[config.mk]
export PLATFORM = sky130hd
export DESIGN_NAME = source_code_tokenizer
export DESIGN_NICKNAME = d
export VERILOG_FILES = /design/src/rtl/core/sct_pkg.sv /design/src/rtl/core/sct_front.sv /design/src/rtl/core/sct_queue.sv /design/src/rtl/core/sct_back.sv /design/src/rtl/core/source_code_tokenizer.sv
export VERILOG_INCLUDE_DIRS = /design/src /design/src/rtl/core
export SDC_FILE = /design/constraint.sdc
export NUM_CORES = 1
export LEC_CHECK = 0
export ABC_AREA = 1
export ABC_CLOCK_PERIOD_IN_PS = 5590
export BUFFER_PORTS_ARGS = -buffer_cell sky130_fd_sc_hd__buf_2
export CELL_PAD_IN_SITES_DETAIL_PLACEMENT = 0
export CELL_PAD_IN_SITES_GLOBAL_PLACEMENT = 1
export CORE_MARGIN = 10
export CORE_UTILIZATION = 43
export CTS_BUF_LIST = sky130_fd_sc_hd__clkbuf_4
export CTS_CLUSTER_DIAMETER = 150
export CTS_CLUSTER_SIZE = 10
export DETAILED_ROUTE_END_ITERATION = 6
export GPL_TIMING_DRIVEN = 1
export PLACE_DENSITY = 0.87
export SLEW_MARGIN = 25
export SYNTH_ARGS = -nofsm -noshare
export SYNTH_HDL_FRONTEND = slang
export SYNTH_SLANG_ARGS = --single-unit
[constraint.sdc]
create_clock -name clk -period 5.59 [get_ports clk]
set_clock_uncertainty 0.1 [all_clocks]
set_input_delay 0.559 -clock clk [delete_from_list [all_inputs] [get_ports clk]]
set_output_delay 0.559 -clock clk [all_outputs]
set_load 0.05 [all_outputs]
[src/rtl/core/source_code_tokenizer_defines.svh]
// assertion macros for the source code tokenizer
// used by the top level only; no other dependencies
`ifndef SOURCE_CODE_TOKENIZER_DEFINES_SVH
`define SOURCE_CODE_TOKENIZER_DEFINES_SVH

`ifndef SYNTHESIS

// same-cycle implication
`define SCT_ASSERT_IMP(label, clk, rst_n, ante, cons) \
    label: assert property (@(posedge clk) disable iff (!rst_n) (ante) |-> (cons)) \
        else $error("tokenizer check failed");

// next-cycle implication
`define SCT_ASSERT_NXT(label, clk, rst_n, ante, cons) \
    label: assert property (@(posedge clk) disable iff (!rst_n) (ante) |=> (cons)) \
        else $error("tokenizer check failed");

`else

`define SCT_ASSERT_IMP(label, clk, rst_n, ante, cons)
`define SCT_ASSERT_NXT(label, clk, rst_n, ante, cons)

`endif

`endif

[src/rtl/core/sct_pkg.sv]
// shared constants, types and the punctuation lookup for the tokenizer
// no dependencies
`timescale 1ns / 1ps

package sct_pkg;

    localparam int POSITION_BITS_DEFAULT = 24;
    localparam int KIND_BITS   = 5;
    localparam int STATUS_BITS = 2;
    localparam int VALUE_BITS  = 64;

    // result queue between scanner and output stage
    localparam int QUEUE_DEPTH = 4;
    localparam int QPTR_BITS   = $clog2(QUEUE_DEPTH);
    localparam int QLEVEL_BITS = $clog2(QUEUE_DEPTH + 1);

    // token kinds
    localparam logic [KIND_BITS-1:0] KIND_WORD   = 5'd0;
    localparam logic [KIND_BITS-1:0] KIND_INT    = 5'd1;
    localparam logic [KIND_BITS-1:0] KIND_LPAREN = 5'd2;
    localparam logic [KIND_BITS-1:0] KIND_RPAREN = 5'd3;
    localparam logic [KIND_BITS-1:0] KIND_LBRACE = 5'd4;
    localparam logic [KIND_BITS-1:0] KIND_RBRACE = 5'd5;
    localparam logic [KIND_BITS-1:0] KIND_LBRACK = 5'd6;
    localparam logic [KIND_BITS-1:0] KIND_RBRACK = 5'd7;
    localparam logic [KIND_BITS-1:0] KIND_DOT    = 5'd8;
    localparam logic [KIND_BITS-1:0] KIND_MINUS  = 5'd9;
    localparam logic [KIND_BITS-1:0] KIND_DMINUS = 5'd10;
    localparam logic [KIND_BITS-1:0] KIND_PLUS   = 5'd11;
    localparam logic [KIND_BITS-1:0] KIND_DPLUS  = 5'd12;
    localparam logic [KIND_BITS-1:0] KIND_STAR   = 5'd13;
    localparam logic [KIND_BITS-1:0] KIND_SLASH  = 5'd14;
    localparam logic [KIND_BITS-1:0] KIND_COMMA  = 5'd15;
    localparam logic [KIND_BITS-1:0] KIND_SEMI   = 5'd16;
    localparam logic [KIND_BITS-1:0] KIND_COLON  = 5'd17;
    localparam logic [KIND_BITS-1:0] KIND_AMP    = 5'd18;
    localparam logic [KIND_BITS-1:0] KIND_BAR    = 5'd19;
    localparam logic [KIND_BITS-1:0] KIND_CARET  = 5'd20;
    localparam logic [KIND_BITS-1:0] KIND_TILDE  = 5'd21;
    localparam logic [KIND_BITS-1:0] KIND_BANG   = 5'd22;
    localparam logic [KIND_BITS-1:0] KIND_ASSIGN = 5'd23;
    localparam logic [KIND_BITS-1:0] KIND_DEQ    = 5'd24;
    localparam logic [KIND_BITS-1:0] KIND_END    = 5'd25;

    // status codes
    localparam logic [STATUS_BITS-1:0] ST_OK       = 2'd0;
    localparam logic [STATUS_BITS-1:0] ST_BAD_BYTE = 2'd1;
    localparam logic [STATUS_BITS-1:0] ST_UNCLOSED = 2'd2;
    localparam logic [STATUS_BITS-1:0] ST_UNKNOWN  = 2'd3;

    // characters
    localparam logic [7:0] CH_NEWLINE = 8'd10;
    localparam logic [7:0] CH_SPACE   = 8'd32;
    localparam logic [7:0] CH_ZERO    = 8'h30;
    localparam logic [7:0] CH_NINE    = 8'h39;
    localparam logic [7:0] CH_LOW_A   = 8'h61;
    localparam logic [7:0] CH_LOW_Z   = 8'h7a;
    localparam logic [7:0] CH_UP_A    = 8'h41;
    localparam logic [7:0] CH_UP_Z    = 8'h5a;
    localparam logic [7:0] CH_MINUS   = 8'h2d;
    localparam logic [7:0] CH_PLUS    = 8'h2b;
    localparam logic [7:0] CH_EQUAL   = 8'h3d;
    localparam logic [7:0] CH_SLASH   = 8'h2f;
    localparam logic [7:0] CH_STAR    = 8'h2a;
    localparam logic [7:0] CH_FIRST_HIGH = 8'd128;

    typedef struct packed {
        logic [1:0] count;   // results written this cycle, 0 to 2
    } push_t;

    typedef struct packed {
        logic                   room;       // at least two free entries
        logic                   nonempty;
        logic [QLEVEL_BITS-1:0] level;
    } q_status_t;

    // kind of a single-character token, KIND_WORD when the byte is none
    function automatic logic [KIND_BITS-1:0] single_kind(input logic [7:0] b);
        logic [KIND_BITS-1:0] k;
        case (b)
            8'h28:   k = KIND_LPAREN;
            8'h29:   k = KIND_RPAREN;
            8'h7b:   k = KIND_LBRACE;
            8'h7d:   k = KIND_RBRACE;
            8'h5b:   k = KIND_LBRACK;
            8'h5d:   k = KIND_RBRACK;
            8'h2e:   k = KIND_DOT;
            8'h2a:   k = KIND_STAR;
            8'h2c:   k = KIND_COMMA;
            8'h3b:   k = KIND_SEMI;
            8'h3a:   k = KIND_COLON;
            8'h26:   k = KIND_AMP;
            8'h7c:   k = KIND_BAR;
            8'h5e:   k = KIND_CARET;
            8'h7e:   k = KIND_TILDE;
            8'h21:   k = KIND_BANG;
            default: k = KIND_WORD;
        endcase
        return k;
    endfunction

endpackage

[src/rtl/core/sct_front.sv]
// scanner: accepts source bytes, tracks the pending token and writes
// up to two results per item into the result queue; uses sct_pkg
`timescale 1ns / 1ps

module sct_front #(
    parameter int POS_BITS = sct_pkg::POSITION_BITS_DEFAULT,
    parameter int RES_BITS = 1
) (
    input  logic                    clk,
    input  logic                    rst_n,
    input  logic                    source_valid,
    input  logic [7:0]              source_byte,
    input  logic                    end_of_input,
    input  sct_pkg::q_status_t      q_stat,
    output sct_pkg::push_t          push,
    output logic [RES_BITS-1:0]     wr0,
    output logic [RES_BITS-1:0]     wr1
);

    localparam int VB = sct_pkg::VALUE_BITS;

    typedef enum logic [3:0] {
        M_IDLE,
        M_WORD,
        M_NUM,
        M_MINUS,
        M_PLUS,
        M_EQ,
        M_SLASH,
        M_COMMENT,
        M_CSTAR
    } mode_t;

    mode_t               mode_reg, mode_next;
    logic [POS_BITS-1:0] pos_reg, pos_next;
    logic [POS_BITS-1:0] pstart_reg, pstart_next;
    logic [POS_BITS-1:0] plen_reg, plen_next;
    logic [VB-1:0]       acc_reg, acc_next;
    logic                err_reg, err_next;

    logic                accept;
    logic                is_alpha, is_digit, is_ws, is_bad, pend_mode, brk;
    logic [VB-1:0]       acc_times_ten;
    logic [POS_BITS-1:0] plen_grown;

    // held token (first result) and second result
    logic                      a_v, b_v;
    logic [sct_pkg::KIND_BITS-1:0] f_kind, b_kind, s_kind;
    logic [POS_BITS-1:0]       f_len, b_len, b_start;
    logic [VB-1:0]             f_value;
    logic [sct_pkg::STATUS_BITS-1:0] b_status;
    logic [RES_BITS-2:0]       body_a, body_b;

    assign accept = source_valid && q_stat.room;

    assign is_alpha = (source_byte inside {[sct_pkg::CH_LOW_A:sct_pkg::CH_LOW_Z],
                                           [sct_pkg::CH_UP_A:sct_pkg::CH_UP_Z]});
    assign is_digit = (source_byte inside {[sct_pkg::CH_ZERO:sct_pkg::CH_NINE]});
    assign is_ws    = (source_byte == sct_pkg::CH_SPACE) ||
                      (source_byte == sct_pkg::CH_NEWLINE);
    assign is_bad   = ((source_byte < sct_pkg::CH_SPACE) && !is_ws) ||
                      (source_byte >= sct_pkg::CH_FIRST_HIGH);
    assign pend_mode = (mode_reg inside {M_WORD, M_NUM, M_MINUS, M_PLUS, M_EQ, M_SLASH});
    assign s_kind   = sct_pkg::single_kind(source_byte);

    // times ten as two shifted copies
    assign acc_times_ten = {acc_reg[VB-4:0], 3'b000} + {acc_reg[VB-2:0], 1'b0};
    assign plen_grown    = (&plen_reg) ? plen_reg : plen_reg + 1'b1;

    // what the held token looks like if it is flushed now
    always_comb
    begin
        f_kind  = sct_pkg::KIND_END;
        f_len   = POS_BITS'(1);
        f_value = '0;
        case (mode_reg)
            M_WORD:
            begin
                f_kind = sct_pkg::KIND_WORD;
                f_len  = plen_reg;
            end
            M_NUM:
            begin
                f_kind  = sct_pkg::KIND_INT;
                f_len   = plen_reg;
                f_value = acc_reg;
            end
            M_MINUS: f_kind = sct_pkg::KIND_MINUS;
            M_PLUS:  f_kind = sct_pkg::KIND_PLUS;
            M_EQ:    f_kind = sct_pkg::KIND_ASSIGN;
            M_SLASH: f_kind = sct_pkg::KIND_SLASH;
            default: f_kind = sct_pkg::KIND_END;
        endcase
    end

    always_comb
    begin
        mode_next   = mode_reg;
        pos_next    = pos_reg;
        pstart_next = pstart_reg;
        plen_next   = plen_reg;
        acc_next    = acc_reg;
        err_next    = err_reg;
        a_v         = 1'b0;
        b_v         = 1'b0;
        brk         = 1'b0;
        b_kind      = sct_pkg::KIND_END;
        b_status    = sct_pkg::ST_OK;
        b_start     = pos_reg;
        b_len       = '0;

        if (accept && !err_reg)
        begin
            if (end_of_input)
            begin
                if (mode_reg inside {M_COMMENT, M_CSTAR})
                begin
                    b_v      = 1'b1;
                    b_status = sct_pkg::ST_UNCLOSED;
                    err_next = 1'b1;
                end
                else
                begin
                    a_v         = pend_mode;
                    b_v         = 1'b1;
                    mode_next   = M_IDLE;
                    pstart_next = '0;
                    plen_next   = '0;
                    acc_next    = '0;
                    pos_next    = '0;
                end
            end
            else
            begin
                pos_next = pos_reg + 1'b1;
                if (is_bad)
                begin
                    mode_next   = M_IDLE;
                    pstart_next = '0;
                    plen_next   = '0;
                    acc_next    = '0;
                    b_v         = 1'b1;
                    b_status    = sct_pkg::ST_BAD_BYTE;
                    err_next    = 1'b1;
                end
                else
                begin
                    case (mode_reg)
                        M_COMMENT:
                        begin
                            if (source_byte == sct_pkg::CH_STAR)
                                mode_next = M_CSTAR;
                        end
                        M_CSTAR:
                        begin
                            if (source_byte == sct_pkg::CH_SLASH)
                                mode_next = M_IDLE;
                            else if (source_byte != sct_pkg::CH_STAR)
                                mode_next = M_COMMENT;
                        end
                        M_WORD:
                        begin
                            if (is_alpha || is_digit)
                                plen_next = plen_grown;
                            else
                                brk = 1'b1;
                        end
                        M_NUM:
                        begin
                            if (is_digit)
                            begin
                                acc_next  = acc_times_ten +
                                            VB'(source_byte - sct_pkg::CH_ZERO);
                                plen_next = plen_grown;
                            end
                            else
                                brk = 1'b1;
                        end
                        M_MINUS, M_PLUS, M_EQ:
                        begin
                            if ((mode_reg == M_MINUS && source_byte == sct_pkg::CH_MINUS) ||
                                (mode_reg == M_PLUS && source_byte == sct_pkg::CH_PLUS) ||
                                (mode_reg == M_EQ && source_byte == sct_pkg::CH_EQUAL))
                            begin
                                b_v     = 1'b1;
                                b_kind  = (mode_reg == M_MINUS) ? sct_pkg::KIND_DMINUS :
                                          (mode_reg == M_PLUS)  ? sct_pkg::KIND_DPLUS :
                                                                  sct_pkg::KIND_DEQ;
                                b_start = pstart_reg;
                                b_len   = POS_BITS'(2);
                                mode_next   = M_IDLE;
                                pstart_next = '0;
                                plen_next   = '0;
                                acc_next    = '0;
                            end
                            else
                                brk = 1'b1;
                        end
                        M_SLASH:
                        begin
                            if (source_byte == sct_pkg::CH_STAR)
                            begin
                                mode_next   = M_COMMENT;
                                pstart_next = '0;
                                plen_next   = '0;
                                acc_next    = '0;
                            end
                            else
                                brk = 1'b1;
                        end
                        default: brk = 1'b1;
                    endcase

                    // byte ends the held token (if any) and may start a new one
                    if (brk)
                    begin
                        a_v         = pend_mode;
                        mode_next   = M_IDLE;
                        pstart_next = '0;
                        plen_next   = '0;
                        acc_next    = '0;
                        if (!is_ws)
                        begin
                            if (is_alpha || is_digit ||
                                source_byte == sct_pkg::CH_MINUS ||
                                source_byte == sct_pkg::CH_PLUS ||
                                source_byte == sct_pkg::CH_EQUAL ||
                                source_byte == sct_pkg::CH_SLASH)
                            begin
                                pstart_next = pos_reg;
                                plen_next   = POS_BITS'(1);
                                if (is_alpha)
                                    mode_next = M_WORD;
                                else if (is_digit)
                                begin
                                    mode_next = M_NUM;
                                    acc_next  = VB'(source_byte - sct_pkg::CH_ZERO);
                                end
                                else if (source_byte == sct_pkg::CH_MINUS)
                                    mode_next = M_MINUS;
                                else if (source_byte == sct_pkg::CH_PLUS)
                                    mode_next = M_PLUS;
                                else if (source_byte == sct_pkg::CH_EQUAL)
                                    mode_next = M_EQ;
                                else
                                    mode_next = M_SLASH;
                            end
                            else
                            begin
                                b_v = 1'b1;
                                if (s_kind != sct_pkg::KIND_WORD)
                                begin
                                    b_kind = s_kind;
                                    b_len  = POS_BITS'(1);
                                end
                                else
                                begin
                                    b_status = sct_pkg::ST_UNKNOWN;
                                    err_next = 1'b1;
                                end
                            end
                        end
                    end
                end
            end
        end
    end

    assign body_a = {f_kind, sct_pkg::ST_OK, pstart_reg, f_len, f_value};
    assign body_b = {b_kind, b_status, b_start, b_len, VB'(0)};

    always_comb
    begin
        if (a_v)
        begin
            wr0        = {body_a, !b_v};
            wr1        = {body_b, 1'b1};
            push.count = b_v ? 2'd2 : 2'd1;
        end
        else
        begin
            wr0        = {body_b, 1'b1};
            wr1        = {body_b, 1'b1};
            push.count = b_v ? 2'd1 : 2'd0;
        end
    end

    always_ff @(posedge clk or negedge rst_n)
    begin
        if (!rst_n)
        begin
            mode_reg   <= M_IDLE;
            pos_reg    <= '0;
            pstart_reg <= '0;
            plen_reg   <= '0;
            acc_reg    <= '0;
            err_reg    <= 1'b0;
        end
        else
        begin
            mode_reg   <= mode_next;
            pos_reg    <= pos_next;
            pstart_reg <= pstart_next;
            plen_reg   <= plen_next;
            acc_reg    <= acc_next;
            err_reg    <= err_next;
        end
    end

endmodule

[src/rtl/core/sct_queue.sv]
// small result queue: two writes and one read per cycle
// uses sct_pkg for depth and status type
`timescale 1ns / 1ps

module sct_queue #(
    parameter int DATA_BITS = 1
) (
    input  logic                   clk,
    input  logic                   rst_n,
    input  sct_pkg::push_t         push,
    input  logic [DATA_BITS-1:0]   wr0,
    input  logic [DATA_BITS-1:0]   wr1,
    input  logic                   pop,
    output logic [DATA_BITS-1:0]   rd_data,
    output sct_pkg::q_status_t     q_stat
);

    localparam int PB = sct_pkg::QPTR_BITS;
    localparam int LB = sct_pkg::QLEVEL_BITS;

    logic [DATA_BITS-1:0] mem [sct_pkg::QUEUE_DEPTH];
    logic [PB-1:0]        wp_reg, wp_next, rp_reg, rp_next;
    logic [LB-1:0]        level_reg, level_next;
    logic [PB-1:0]        wp_plus;

    assign wp_plus    = wp_reg + 1'b1;
    assign wp_next    = wp_reg + PB'(push.count);
    assign rp_next    = pop ? rp_reg + 1'b1 : rp_reg;
    assign level_next = level_reg + LB'(push.count) - LB'(pop);

    assign rd_data         = mem[rp_reg];
    assign q_stat.room     = (level_reg <= LB'(sct_pkg::QUEUE_DEPTH - 2));
    assign q_stat.nonempty = (level_reg != '0);
    assign q_stat.level    = level_reg;

    always_ff @(posedge clk)
    begin
        if (push.count != 2'd0)
            mem[wp_reg] <= wr0;
        if (push.count == 2'd2)
            mem[wp_plus] <= wr1;
    end

    always_ff @(posedge clk or negedge rst_n)
    begin
        if (!rst_n)
        begin
            wp_reg    <= '0;
            rp_reg    <= '0;
            level_reg <= '0;
        end
        else
        begin
            wp_reg    <= wp_next;
            rp_reg    <= rp_next;
            level_reg <= level_next;
        end
    end

endmodule

[src/rtl/core/sct_back.sv]
// output stage: takes results from the queue into the token register
// and holds them while the receiver stalls; uses sct_pkg
`timescale 1ns / 1ps

module sct_back #(
    parameter int POS_BITS = sct_pkg::POSITION_BITS_DEFAULT,
    parameter int RES_BITS = 1
) (
    input  logic                                 clk,
    input  logic                                 rst_n,
    input  logic [RES_BITS-1:0]                  rd_data,
    input  sct_pkg::q_status_t                   q_stat,
    output logic                                 pop,
    output logic                                 token_valid,
    input  logic                                 token_stall,
    output logic [sct_pkg::KIND_BITS-1:0]        token_kind,
    output logic [sct_pkg::STATUS_BITS-1:0]      status,
    output logic [POS_BITS-1:0]                  start_offset,
    output logic [POS_BITS-1:0]                  token_length,
    output logic [sct_pkg::VALUE_BITS-1:0]       integer_value,
    output logic                                 last_of_run
);

    localparam int VB        = sct_pkg::VALUE_BITS;
    localparam int VAL_LO    = 1;
    localparam int LEN_LO    = VAL_LO + VB;
    localparam int START_LO  = LEN_LO + POS_BITS;
    localparam int STATUS_LO = START_LO + POS_BITS;
    localparam int KIND_LO   = STATUS_LO + sct_pkg::STATUS_BITS;

    logic                valid_reg, valid_next;
    logic [RES_BITS-1:0] data_reg;

    assign pop        = q_stat.nonempty && (!valid_reg || !token_stall);
    assign valid_next = pop ? 1'b1 : (valid_reg && token_stall);

    always_ff @(posedge clk or negedge rst_n)
    begin
        if (!rst_n)
            valid_reg <= 1'b0;
        else
            valid_reg <= valid_next;
    end

    always_ff @(posedge clk)
    begin
        if (pop)
            data_reg <= rd_data;
    end

    assign token_valid   = valid_reg;
    assign token_kind    = data_reg[KIND_LO +: sct_pkg::KIND_BITS];
    assign status        = data_reg[STATUS_LO +: sct_pkg::STATUS_BITS];
    assign start_offset  = data_reg[START_LO +: POS_BITS];
    assign token_length  = data_reg[LEN_LO +: POS_BITS];
    assign integer_value = data_reg[VAL_LO +: VB];
    assign last_of_run   = data_reg[0];

endmodule

[src/rtl/core/source_code_tokenizer.sv]
// Source code tokenizer, top level: scanner, result queue, output stage.
// Source channel: source_valid / source_stall carry one byte per item, or an
//   end-of-input item (end_of_input high) that flushes the held token and
//   gives the end token with the stream's byte count.
// Token channel: token_valid / token_stall carry one result per item;
//   last_of_run marks the last result caused by one source item.
// An item is taken at any edge with valid high and stall low.
// Throughput: one source item per cycle while source_stall is low; results leave
//   the output one at a time, so an item that gives two results occupies it for both.
// Path: a result enters the queue when its source item is taken, then the token register.
// The scanner stalls the source while the four-entry result queue has fewer
//   than two free entries; a stalled receiver fills the queue and then
//   stalls the source, with nothing lost.
// After any error result the block takes items and gives nothing until reset.
// Reset clears the scanner to the start of a stream and empties the queue.
// Depends on sct_pkg, sct_front, sct_queue, sct_back and the defines header.
`timescale 1ns / 1ps
`include "source_code_tokenizer_defines.svh"

module source_code_tokenizer #(
    parameter int POSITION_BITS = sct_pkg::POSITION_BITS_DEFAULT
) (
    input  logic                                clk,
    input  logic                                rst_n,
    input  logic                                source_valid,
    output logic                                source_stall,
    input  logic [7:0]                          source_byte,
    input  logic                                end_of_input,
    output logic                                token_valid,
    input  logic                                token_stall,
    output logic [sct_pkg::KIND_BITS-1:0]       token_kind,
    output logic [sct_pkg::STATUS_BITS-1:0]     status,
    output logic [POSITION_BITS-1:0]            start_offset,
    output logic [POSITION_BITS-1:0]            token_length,
    output logic [sct_pkg::VALUE_BITS-1:0]      integer_value,
    output logic                                last_of_run
);

    localparam int RES_BITS = sct_pkg::KIND_BITS + sct_pkg::STATUS_BITS +
                              2 * POSITION_BITS + sct_pkg::VALUE_BITS + 1;

    sct_pkg::push_t     push;
    sct_pkg::q_status_t q_stat;
    logic [RES_BITS-1:0] wr0, wr1, rd_data;
    logic                pop;

    assign source_stall = !q_stat.room;

    sct_front #(
        .POS_BITS (POSITION_BITS),
        .RES_BITS (RES_BITS)
    ) u_front (
        .clk          (clk),
        .rst_n        (rst_n),
        .source_valid (source_valid),
        .source_byte  (source_byte),
        .end_of_input (end_of_input),
        .q_stat       (q_stat),
        .push         (push),
        .wr0          (wr0),
        .wr1          (wr1)
    );

    sct_queue #(
        .DATA_BITS (RES_BITS)
    ) u_queue (
        .clk     (clk),
        .rst_n   (rst_n),
        .push    (push),
        .wr0     (wr0),
        .wr1     (wr1),
        .pop     (pop),
        .rd_data (rd_data),
        .q_stat  (q_stat)
    );

    sct_back #(
        .POS_BITS (POSITION_BITS),
        .RES_BITS (RES_BITS)
    ) u_back (
        .clk           (clk),
        .rst_n         (rst_n),
        .rd_data       (rd_data),
        .q_stat        (q_stat),
        .pop           (pop),
        .token_valid   (token_valid),
        .token_stall   (token_stall),
        .token_kind    (token_kind),
        .status        (status),
        .start_offset  (start_offset),
        .token_length  (token_length),
        .integer_value (integer_value),
        .last_of_run   (last_of_run)
    );

    // queue never overfills
    `SCT_ASSERT_IMP(a_queue_level, clk, rst_n, 1'b1, q_stat.level <= sct_pkg::QUEUE_DEPTH)
    // an error result is always an end-kind result with no length or value
    `SCT_ASSERT_IMP(a_error_shape, clk, rst_n, token_valid && status != sct_pkg::ST_OK, token_kind == sct_pkg::KIND_END && token_length == '0 && integer_value == '0)
    // only integer tokens carry a value
    `SCT_ASSERT_IMP(a_value_int_only, clk, rst_n, token_valid && token_kind != sct_pkg::KIND_INT, integer_value == '0)
    // a waiting result reaches an empty output register in the next cycle
    `SCT_ASSERT_NXT(a_output_fill, clk, rst_n, q_stat.nonempty && !token_valid, token_valid)

endmodule
# --- After elaboration in Yosys (flattened, before gate mapping) ---
# Memories as Yosys holds them, arrays and structs flattened. A register that Yosys moved wholly into a read port is not among the register bits.
# Cells that the tools add are included.
classes:
  n_addsub: 10
  magnitude_cmp: 9
  n_eq_ne: 43
  muxes: 122
  reduce_logical: 48
op_table:
  columns: ["op", "n"]
  rows:
  - ["64-bit two-way mux", 12]
  - ["24-bit two-way mux", 30]
  - ["64-bit case mux with 3 select lines", 1]
  - ["64-bit adder", 2]
  - ["120-bit two-way mux", 1]
  - ["8-bit by 6-bit == test with 1-bit output (second input constant)", 14]
  - ["24-bit case mux with 4 select lines", 1]
  - ["5-bit case mux with 16 select lines", 1]
  - ["4-bit two-way mux", 15]
  - ["8-bit by 7-bit == test with 1-bit output (second input constant)", 7]
  - ["5-bit two-way mux", 11]
  - ["24-bit by 1-bit adder with 24-bit output (second input constant)", 2]
  - ["24-bit case mux with 2 select lines", 1]
  - ["1-bit two-way mux", 34]
  - ["5-bit case mux with 6 select lines", 1]
  - ["2-bit two-way mux", 12]
  - ["24-bit AND reduction", 1]
  - ["4-bit by 3-bit == test with 1-bit output (second input constant)", 4]
  - ["8-bit by 7-bit greater-or-equal comparator with 1-bit output (second input constant)", 2]
  - ["8-bit by 7-bit <= comparator with 1-bit output (second input constant)", 2]
  - ["4-bit case mux with 4 select lines", 1]
  - ["5-bit by 4-bit inequality test with 1-bit output (second input constant)", 3]
  - ["7-bit AND reduction", 2]
  - ["7-bit nonzero test", 2]
  - ["36 further kinds", 70]
totals:
  ff_bits: 149
  ram_bits: 480
  inputBits: 13
  out_inout_bits: 122
  wordCells: 243
  mem_count: 1
mem_list:
  columns: ["memory", "words", "width", "rd", "rd_clocked_by_memory_dff", "wr", "line", "text"]
  rows:
  - ["u_queue.mem", 4, 120, 1, 1, 2, "sct_queue.sv:21", "logic [DATA_BITS-1:0] mem [sct_pkg::QUEUE_DEPTH];"]

# --- Logic depth before layout (Yosys ltp) ---
# Gate-level depths: netlist of the first run.
depth:
  word_depth: 19
  ltp_mapped: 26
  mapped_depth_nobuf: 23

# --- Hierarchy ---
# Synthesis of the first run repeated with hierarchy kept, for this count alone.
unflattened:
  hier_cells: 6322
  area_unflattened_um2: 47425.5
by_module_without_submodules:
  columns: ["module", "n_inst", "cells_each", "area_per_inst_um2", "seq_area_each_um2"]
  rows:
  - ["sct_queue", 1, 3408, 26857.0, 14589.0]
  - ["sct_front", 1, 2788, 16916.2, 3528.4]
  - ["sct_back", 1, 125, 3648.5, 3628.5]
  - ["source_code_tokenizer", 1, 1, 3.8, 0.0]

# --- Worst setup path after synthesis of the first run ---
# Ideal clock, no wire load.
synth_path:
  path_type: "input to register"
  from: "in source_byte[4]"
  to: "reg u_front.acc_reg[24]"
  setup_time_ns: 0.127
  arrival_ns: 8.135
  required_time_ns: 5.363
  setup_slack_ns: -2.773
  path_stages: 13
  n_path_buf: 0
  cell_sequence: "ha_1 > nor2_1 > fa_1 > ha_1 > a21oi_1 > o21ai_0 > a21oi_1 > o21ai_0 > nand2_1 > nand2_1 > or2_2 > a31oi_1 > o21ai_0"
synth_via:
  elab_chain_cells: 13
  elab_cells_between_ends: 57
  cone_classes: "add/sub: 2; order compare: 8; eq/ne: 10; mux: 17; reduce/logical: 20"
synth_rtl:
  columns: ["item", "line", "text"]
  rows:
  - ["from (decl)", "source_code_tokenizer.sv:27", "input logic [7:0] source_byte,"]
  - ["parallel branches: the longest is 13 deep, another holds 64-bit adder", null, null]
  - ["to (signal assigned)", "sct_front.sv:305", "acc_reg <= acc_next;"]
  - ["to (decl)", "sct_front.sv:38", "logic [VB-1:0] acc_reg, acc_next;"]
# Parallel ways; which one is timed is not known. The select of a mux whose other input is x is not followed.
# A chain may end at the register's enable or synchronous reset.

==> results of run 1 <==
-- layer usage --
layer / share of wire (%) / up-vias / track usage [%]
li1: - / 16939 / -
met1: 45 / 16810 / 34.7
met2: 43 / 1585 / 36.9
met3: 8.9 / 193 / 4.14
met4: 2.3 / 8 / 6.71
met5: 0.045 / - / 0
-- per-stage QoR --
step / cell area (um2) / worst slack (ns)
detailed placement: 40900 / 0.751
finish: 42300 / 0.981
floorplan: 39200 / 0.639
global route: 42300 / 0.730
global placement: 40900 / 0.801
CTS: 42300 / 1.09
-- worst min path at each step --
stage,startpoint,endpoint,cells after the start
final,source_byte[4],u_front.acc_reg[5]$_DFFE_PN0P_,5
after global routing,source_byte[4],u_front.acc_reg[5]$_DFFE_PN0P_,5
after CTS,source_byte[4],u_front.acc_reg[5]$_DFFE_PN0P_,5
after detailed placement,u_queue.mem[1][81]$_SDFFE_PP0P_,u_queue.mem[1][81]$_SDFFE_PP0P_,2
after global placement,u_queue.mem[2][81]$_SDFFE_PP0P_,u_queue.mem[2][81]$_SDFFE_PP0P_,2
after floorplan,rst_n,u_back.token_valid$_DFF_PN0_,0
-- final cells by class --
| type | instances | area, um2 | area share, % |
|---|---|---|---|
| diodes | 2 | 5.00 | 0.0118 |
| clock buffers | 144 | 1080 | 2.56 |
| clock inverters | 6 | 159 | 0.376 |
| inverters | 312 | 1190 | 2.81 |
| multi-input cells | 3803 | 18700 | 44.3 |
| flip-flops and latches | 749 | 18300 | 43.2 |
| well taps | 1176 | 1470 | 3.48 |
| repair buffers | 202 | 1390 | 3.28 |
-- worst max-delay path: stages (launching register included) --
cell and delay [ns]:
dfrtp_1 0.48, inv_2 0.09, nor2_1 0.05, nand2_1 0.18, nand2_1 0.23, nor2_1 0.23
nand3_1 0.11, nand2_1 0.08, nor2_1 0.05, nand2_2 0.35, nand3_1 0.15, nand2_1 0.16
nand2_4 0.07, inv_2 0.11, ha_1 0.19, inv_1 0.11, nor3_1 0.16, buf_4 0.18
inv_1 0.06, nand2_1 0.10, clkinv_2 0.63, buf_12 0.44, nand2_1 0.07, nand2_1 0.05
-- cell usage in the layout, fill, tap and decap left out, types with 122 or more instances in the layout --
cell	Yosys	layout
nand3_1	258	257
o21ai_0	490	490
a21oi_1	134	134
o22ai_1	122	122
buf_2	29	134
inv_1	284	281
nor2_1	526	525
nand2_1	1730	1730
dfxtp_1	348	348
edfxtp_1	252	252
clkbuf_4	0	144
dfrtp_1	149	147
-- power by group --
| part | switching [mW] | internal [mW] | total (mW) |
|---|---|---|---|
| logic | 3.76 | 1.01 | 4.77 |
| clock network | 1.93 | 1.38 | 3.31 |
| registers | 0.257 | 6.30 | 6.56 |
-- cells by family (layout without fill, tap and decap cells) --
kind of cell / after synthesis / count (layout) / share of synthesized area (%)
adder cells (fa/ha/maj): 138 / 138 / 5.60
other: 0 / 2 / 0
XOR/XNOR: 37 / 37 / 0.828
AO/OA/AOI/OAI: 880 / 880 / 12.1
buffers and inverters: 563 / 664 / 5.66
flip-flops: 749 / 749 / 46.7
AND/OR/NAND/NOR: 2748 / 2748 / 29.1
==> results.py, run 1 <==
metrics = {
    "final_layout": {
        "final_net_count": 5303,
        "drive_gt1_share_pct": 8.99,
        "post-route-util_pct": 46.9,
        "largest_register_ffs": 480,
        "syn2layout_area_growth_pct": 7.99,
        "stdcell_count": 6394,
        "fill_cells": 8936,
    },
    "timing": {
        "fmax_ghz": 0.217,
        "final-hold-violation-count": 0,
        "layout_min_cycle_time_ns": 4.61,
        "hold_slack_ns": 0.129,
        "rsz0062_at_grt": "no",
        "fin_setup_tns_ns": 0,
        "post-route-period-util_pct": 82.5,
        "maxSlewViolCount": 0,
        "slew_headroom_pct": 28.6,
        "tightest_slew_ns": 1.07,
        "setup_viol": 0,
    },
    "global_routing": {
        "antenna_found_initial": 7,
        "grt_start_max_net_pins": 181,
        "grt-ovfl-total": 0,
        "grt_pass1_wl_um": 198000,
        "grtUsageTotal_pct": 24.1,
        "grt_pass1_vias": 33282,
    },
    "cts": {
        "cts_max_level": 3,
        "clk_path_buf_depth": 3,
        "clock_sinks": 749,
        "numCtsBuffers": 84,
        "ctsHoldBuffers": 10,
        "clk_latency_ns": 1.06,
        "path_clk_slew_ns": 0.15,
        "cts_tree": "yes",
        "post_cts_buffers": 0,
        "ctsResizeCount": 0,
        "root_buffer": "clkbuf_4",
    },
    "status": {
        "status": "complete, no violations",
    },
    "floorplanning": {
        "die_area_mm2": 0.104,
        "die_w_um": 322,
        "core_mm2": 0.0901,
        "start_util_pct": 43.4,
        "io_pins": 135,
        "die_y_um": 322,
        "row_count": 110,
    },
    "yosys": {
        "synth-seq-cells": 749,
        "synth_edf_count": 252,
        "ys_top_cells_by_count": "nand2_1 (1730), nor2_1 (526), o21ai_0 (490)",
        "ys_async_sr_fraction_pct": 19.9,
        "yosys.area.top_type": "edfxtp_1",
        "synth_ff_type": "dfxtp_1",
        "synth_seq_area_share_pct": 46.7,
        "synthCells": 5115,
        "synth_area_leaders": "edfxtp_1 (19%), dfxtp_1 (18%), nand2_1 (17%)",
        "yosys.area.top_type_share_pct": 19.3,
        "synth_cell_types": 51,
        "synth_warnings": 0,
        "syn_nets": 5266,
        "syn_area_per_cell_um2": 7.65,
        "synth.most_common_cell": "nand2_1",
        "synth_area_mm2": 0.0391,
    },
    "min_path": {
        "worstHoldPathType": "in -> reg",
    },
    "setup_path": {
        "r2r_end": "u_queue.mem[1][21]$_SDFFE_PP0P_",
        "rrSetupSlack_ns": 0.98,
        "endpoint": "u_queue.mem[1][21]$_SDFFE_PP0P_",
        "end_kind": "flip-flop",
        "rr_startpoint": "u_front.mode_reg[0]$_DFFE_PN0P_",
        "crit_fanout": 32,
        "cp-startpoint": "u_front.mode_reg[0]$_DFFE_PN0P_",
        "cp.arrival_ns": 5.34,
        "reg2reg_depth": 23,
        "start_kind": "flip-flop",
        "required_ns": 6.32,
        "worst-setup-path-type": "reg -> reg",
    },
    "placed_design": {
        "place_inst": 6232,
        "placement.io_buffers": 134,
        "routabilityCongestion": 0.986,
        "hpwl_um": 81600,
    },
    "route": {
        "drt_wl_total_um": 128000,
        "drtIter0Drc": 3898,
        "post_drt_wl_per_cell_um": 20.0,
        "drc": 0,
        "vias_per_cell": 5.56,
        "postRouteAntennaNets": 0,
        "first_pass_iters": 7,
        "num_vias": 35535,
    },
    "power": {
        "ir_drop_mv": 0.512,
        "leakage_nw": 18.3,
        "totalPowerFinal_mw": 14.6,
        "powerDensity_mw_per_mm2": 346,
    },
    "run": {
        "maxCapViolations": 0,
    },
}
No activity file was read; power rests on OpenSTA's default activity.
==> run 2, diff against run 1 <==
ABC_CLOCK_PERIOD_IN_PS = 4450   (was 5590)
clock period = 4.45 ns   (was 5.59 ns; I/O delays follow)
==> run 2 against run 1 <==
  * Power grew 25%
  * Wire length shrank 1.5%
  * Sequential share of layout area shrank 0.55 points
  * Largest cell class unchanged
  * Highest routed layer is now met4
==> results.py, run 2 (synthesis gave the netlist of run 1 again) <==
metrics = {
    "status": {
        "status": "complete, no violations",
    },
    "route": {
        "num_vias": 35433,
        "first_pass_iters": 6,
        "postRouteAntennaNets": 0,
        "drtIter0Drc": 3563,
        "vias_per_cell": 5.52,
        "post_drt_wl_per_cell_um": 19.6,
        "drc": 0,
        "drt_wl_total_um": 126000,
    },
    "final_layout": {
        "drive_gt1_share_pct": 10.2,
        "stdcell_area_mm2": 0.0428,
        "final_net_count": 5324,
        "layout_common_cells": "nand2_1 (1721), nor2_1 (521), o21ai_0 (481)",
        "final_common_cell": "nand2_1",
        "largest_register_ffs": 480,
        "post-route-util_pct": 47.5,
        "fill_cells": 8884,
        "syn2layout_area_growth_pct": 9.37,
    },
    "setup_path": {
        "slowest_stage": "dfrtp_1",
        "required_ns": 5.11,
        "worst-setup-path-type": "reg -> reg",
        "start_kind": "flip-flop",
        "crit_top_cell": "nand2_1",
        "critical_path.top_delay_family": "simple AND/OR/NAND/NOR gates",
        "critPathBufInv": 4,
        "cp.arrival_ns": 4.61,
        "max_stage_delay_ns": 0.48,
        "end_kind": "flip-flop",
        "crit_chain": "inv_2 > nor2_1 > nand2_1 > nand2_1 > nor2_1 > nand3_1 > nand2_1 > nor2_1 > nand2_2 > nand2_1 > a31oi_1 > inv_1 > ha_1 > nor3_2 > buf_12 > buf_4 > nand3_1 > o21ai_0",
        "crit_fanout": 48,
    },
    "power": {
        "powerDensity_mw_per_mm2": 429,
        "ir_drop_mv": 0.460,
        "seq_power_share_pct": 44.8,
        "power.internal_mw": 10.8,
        "netSwitchingPower_mw": 7.56,
        "switching_share_pct": 41.2,
        "comb_power_share_pct": 33.6,
        "clockPowerShare_pct": 21.6,
        "leakage_nw": 18.4,
    },
    "min_path": {
        "worstHoldPathType": "in -> reg",
    },
    "cts": {
        "path_clk_slew_ns": 0.18,
        "post_cts_buffers": 0,
        "ctsHoldBuffers": 10,
        "cts_max_level": 3,
        "clk_latency_ns": 1.03,
        "clock_sinks": 749,
        "root_buffer": "clkbuf_4",
        "cts_tree": "yes",
        "numCtsBuffers": 84,
        "ctsResizeCount": 0,
        "clk_path_buf_depth": 3,
    },
    "placed_design": {
        "routabilityCongestion": 0.948,
        "postPlaceCellArea_mm2": 0.0416,
        "hpwl_um": 81200,
        "dp_slack_ns": 0.242,
        "placement.io_buffers": 134,
    },
    "global_routing": {
        "grt-ovfl-total": 0,
        "antenna_found_initial": 5,
        "grt_pass1_vias": 33199,
        "grt_pass1_wl_um": 194000,
        "grt_start_max_net_pins": 201,
        "grtUsageTotal_pct": 23.6,
    },
    "timing": {
        "maxSlewViolCount": 0,
        "slew_headroom_pct": 26.7,
        "final-hold-violation-count": 0,
        "layout_min_cycle_time_ns": 3.95,
        "tightest_slew_ns": 1.10,
        "setup_viol": 0,
        "post-route-period-util_pct": 88.8,
        "finalWorstSetupSlack_ns": 0.499,
        "fmax_ghz": 0.253,
        "hold_slack_ns": 0.0858,
        "rsz0062_at_grt": "no",
    },
    "floorplanning": {
        "die_area_mm2": 0.104,
        "io_pins": 135,
        "die_y_um": 322,
        "die_w_um": 322,
        "start_util_pct": 43.4,
        "row_count": 110,
        "core_mm2": 0.0901,
    },
    "run": {
        "maxCapViolations": 0,
    },
}
[run 2: worst reg2reg max path, stage by stage (launching register included)]
cell     delay, ns
dfrtp_1       0.48
inv_2         0.09
nor2_1        0.05
nand2_1       0.15
nand2_1       0.20
nor2_1        0.23
nand3_1       0.11
nand2_1       0.08
nor2_1        0.05
nand2_2       0.16
nand2_1       0.10
a31oi_1       0.31
inv_1         0.09
ha_1          0.28
nor3_2        0.30
buf_12        0.35
buf_4         0.37
nand3_1       0.12
o21ai_0       0.09
[run 2: worst paths after layout]
check	depth (start not counted)	endpoint	startpoint	slack (ns)
max	18	u_queue.mem[3][96]$_DFFE_PP_	u_front.mode_reg[0]$_DFFE_PN0P_	0.50
min	6	u_front.acc_reg[6]$_DFFE_PN0P_	source_byte[6]	0.09
max reg2reg	18	u_queue.mem[3][96]$_DFFE_PP_	u_front.mode_reg[0]$_DFFE_PN0P_	0.50
min reg2reg	2	u_queue.mem[2][46]$_SDFFE_PP0P_	u_queue.mem[2][46]$_SDFFE_PP0P_	0.35
max in group asynchronous	4	u_front.acc_reg[23]$_DFFE_PN0P_	rst_n	2.00
min in group asynchronous	3	u_front.acc_reg[41]$_DFFE_PN0P_	rst_n	0.51
[run 2: through the flow]
| step | cells | setup TNS (ns) | total power, mW |
|---|---|---|---|
| finish | 6416 | 0 | 18.4 |
| global route | 6415 | 0 | 19.2 |
| CTS | 6414 | 0 | 18.5 |
| detailed placement | 6253 | 0 | 14.5 |
| global placement | 6253 | 0 | 14.5 |
| floorplan | 5115 | -0.0109 | 12.5 |
[run 2: final cells by class]
type,count,area (um2),share of cell area (%)
clock buffers,148,1110,2.59
clock inverters,3,42.5,0.0994
multi-input cells,3803,19100,44.6
repair buffers,223,1630,3.81
flip-flops and latches,749,18300,42.7
diodes,2,5.00,0.0117
inverters,312,1190,2.78
well taps,1176,1470,3.44
[run 2: power by group through the flow]
stage	sequential [mW]	combinational (mW)	clock (mW)
final	8.22	6.17	3.97
after global routing	8.28	6.58	4.30
after CTS	8.22	6.19	4.05
after detailed placement	8.37	6.18	0
after global placement	8.35	6.16	0
after floorplan	10.2	2.36	0
[run 2: metal layers]
layer	GRT usage, %	vias up	share of wire (%)
met5	0	-	0
met2	36.0	1345	44
met1	34.7	16957	47
li1	-	16988	-
met3	3.64	143	8.0
met4	5.55	0	1.6
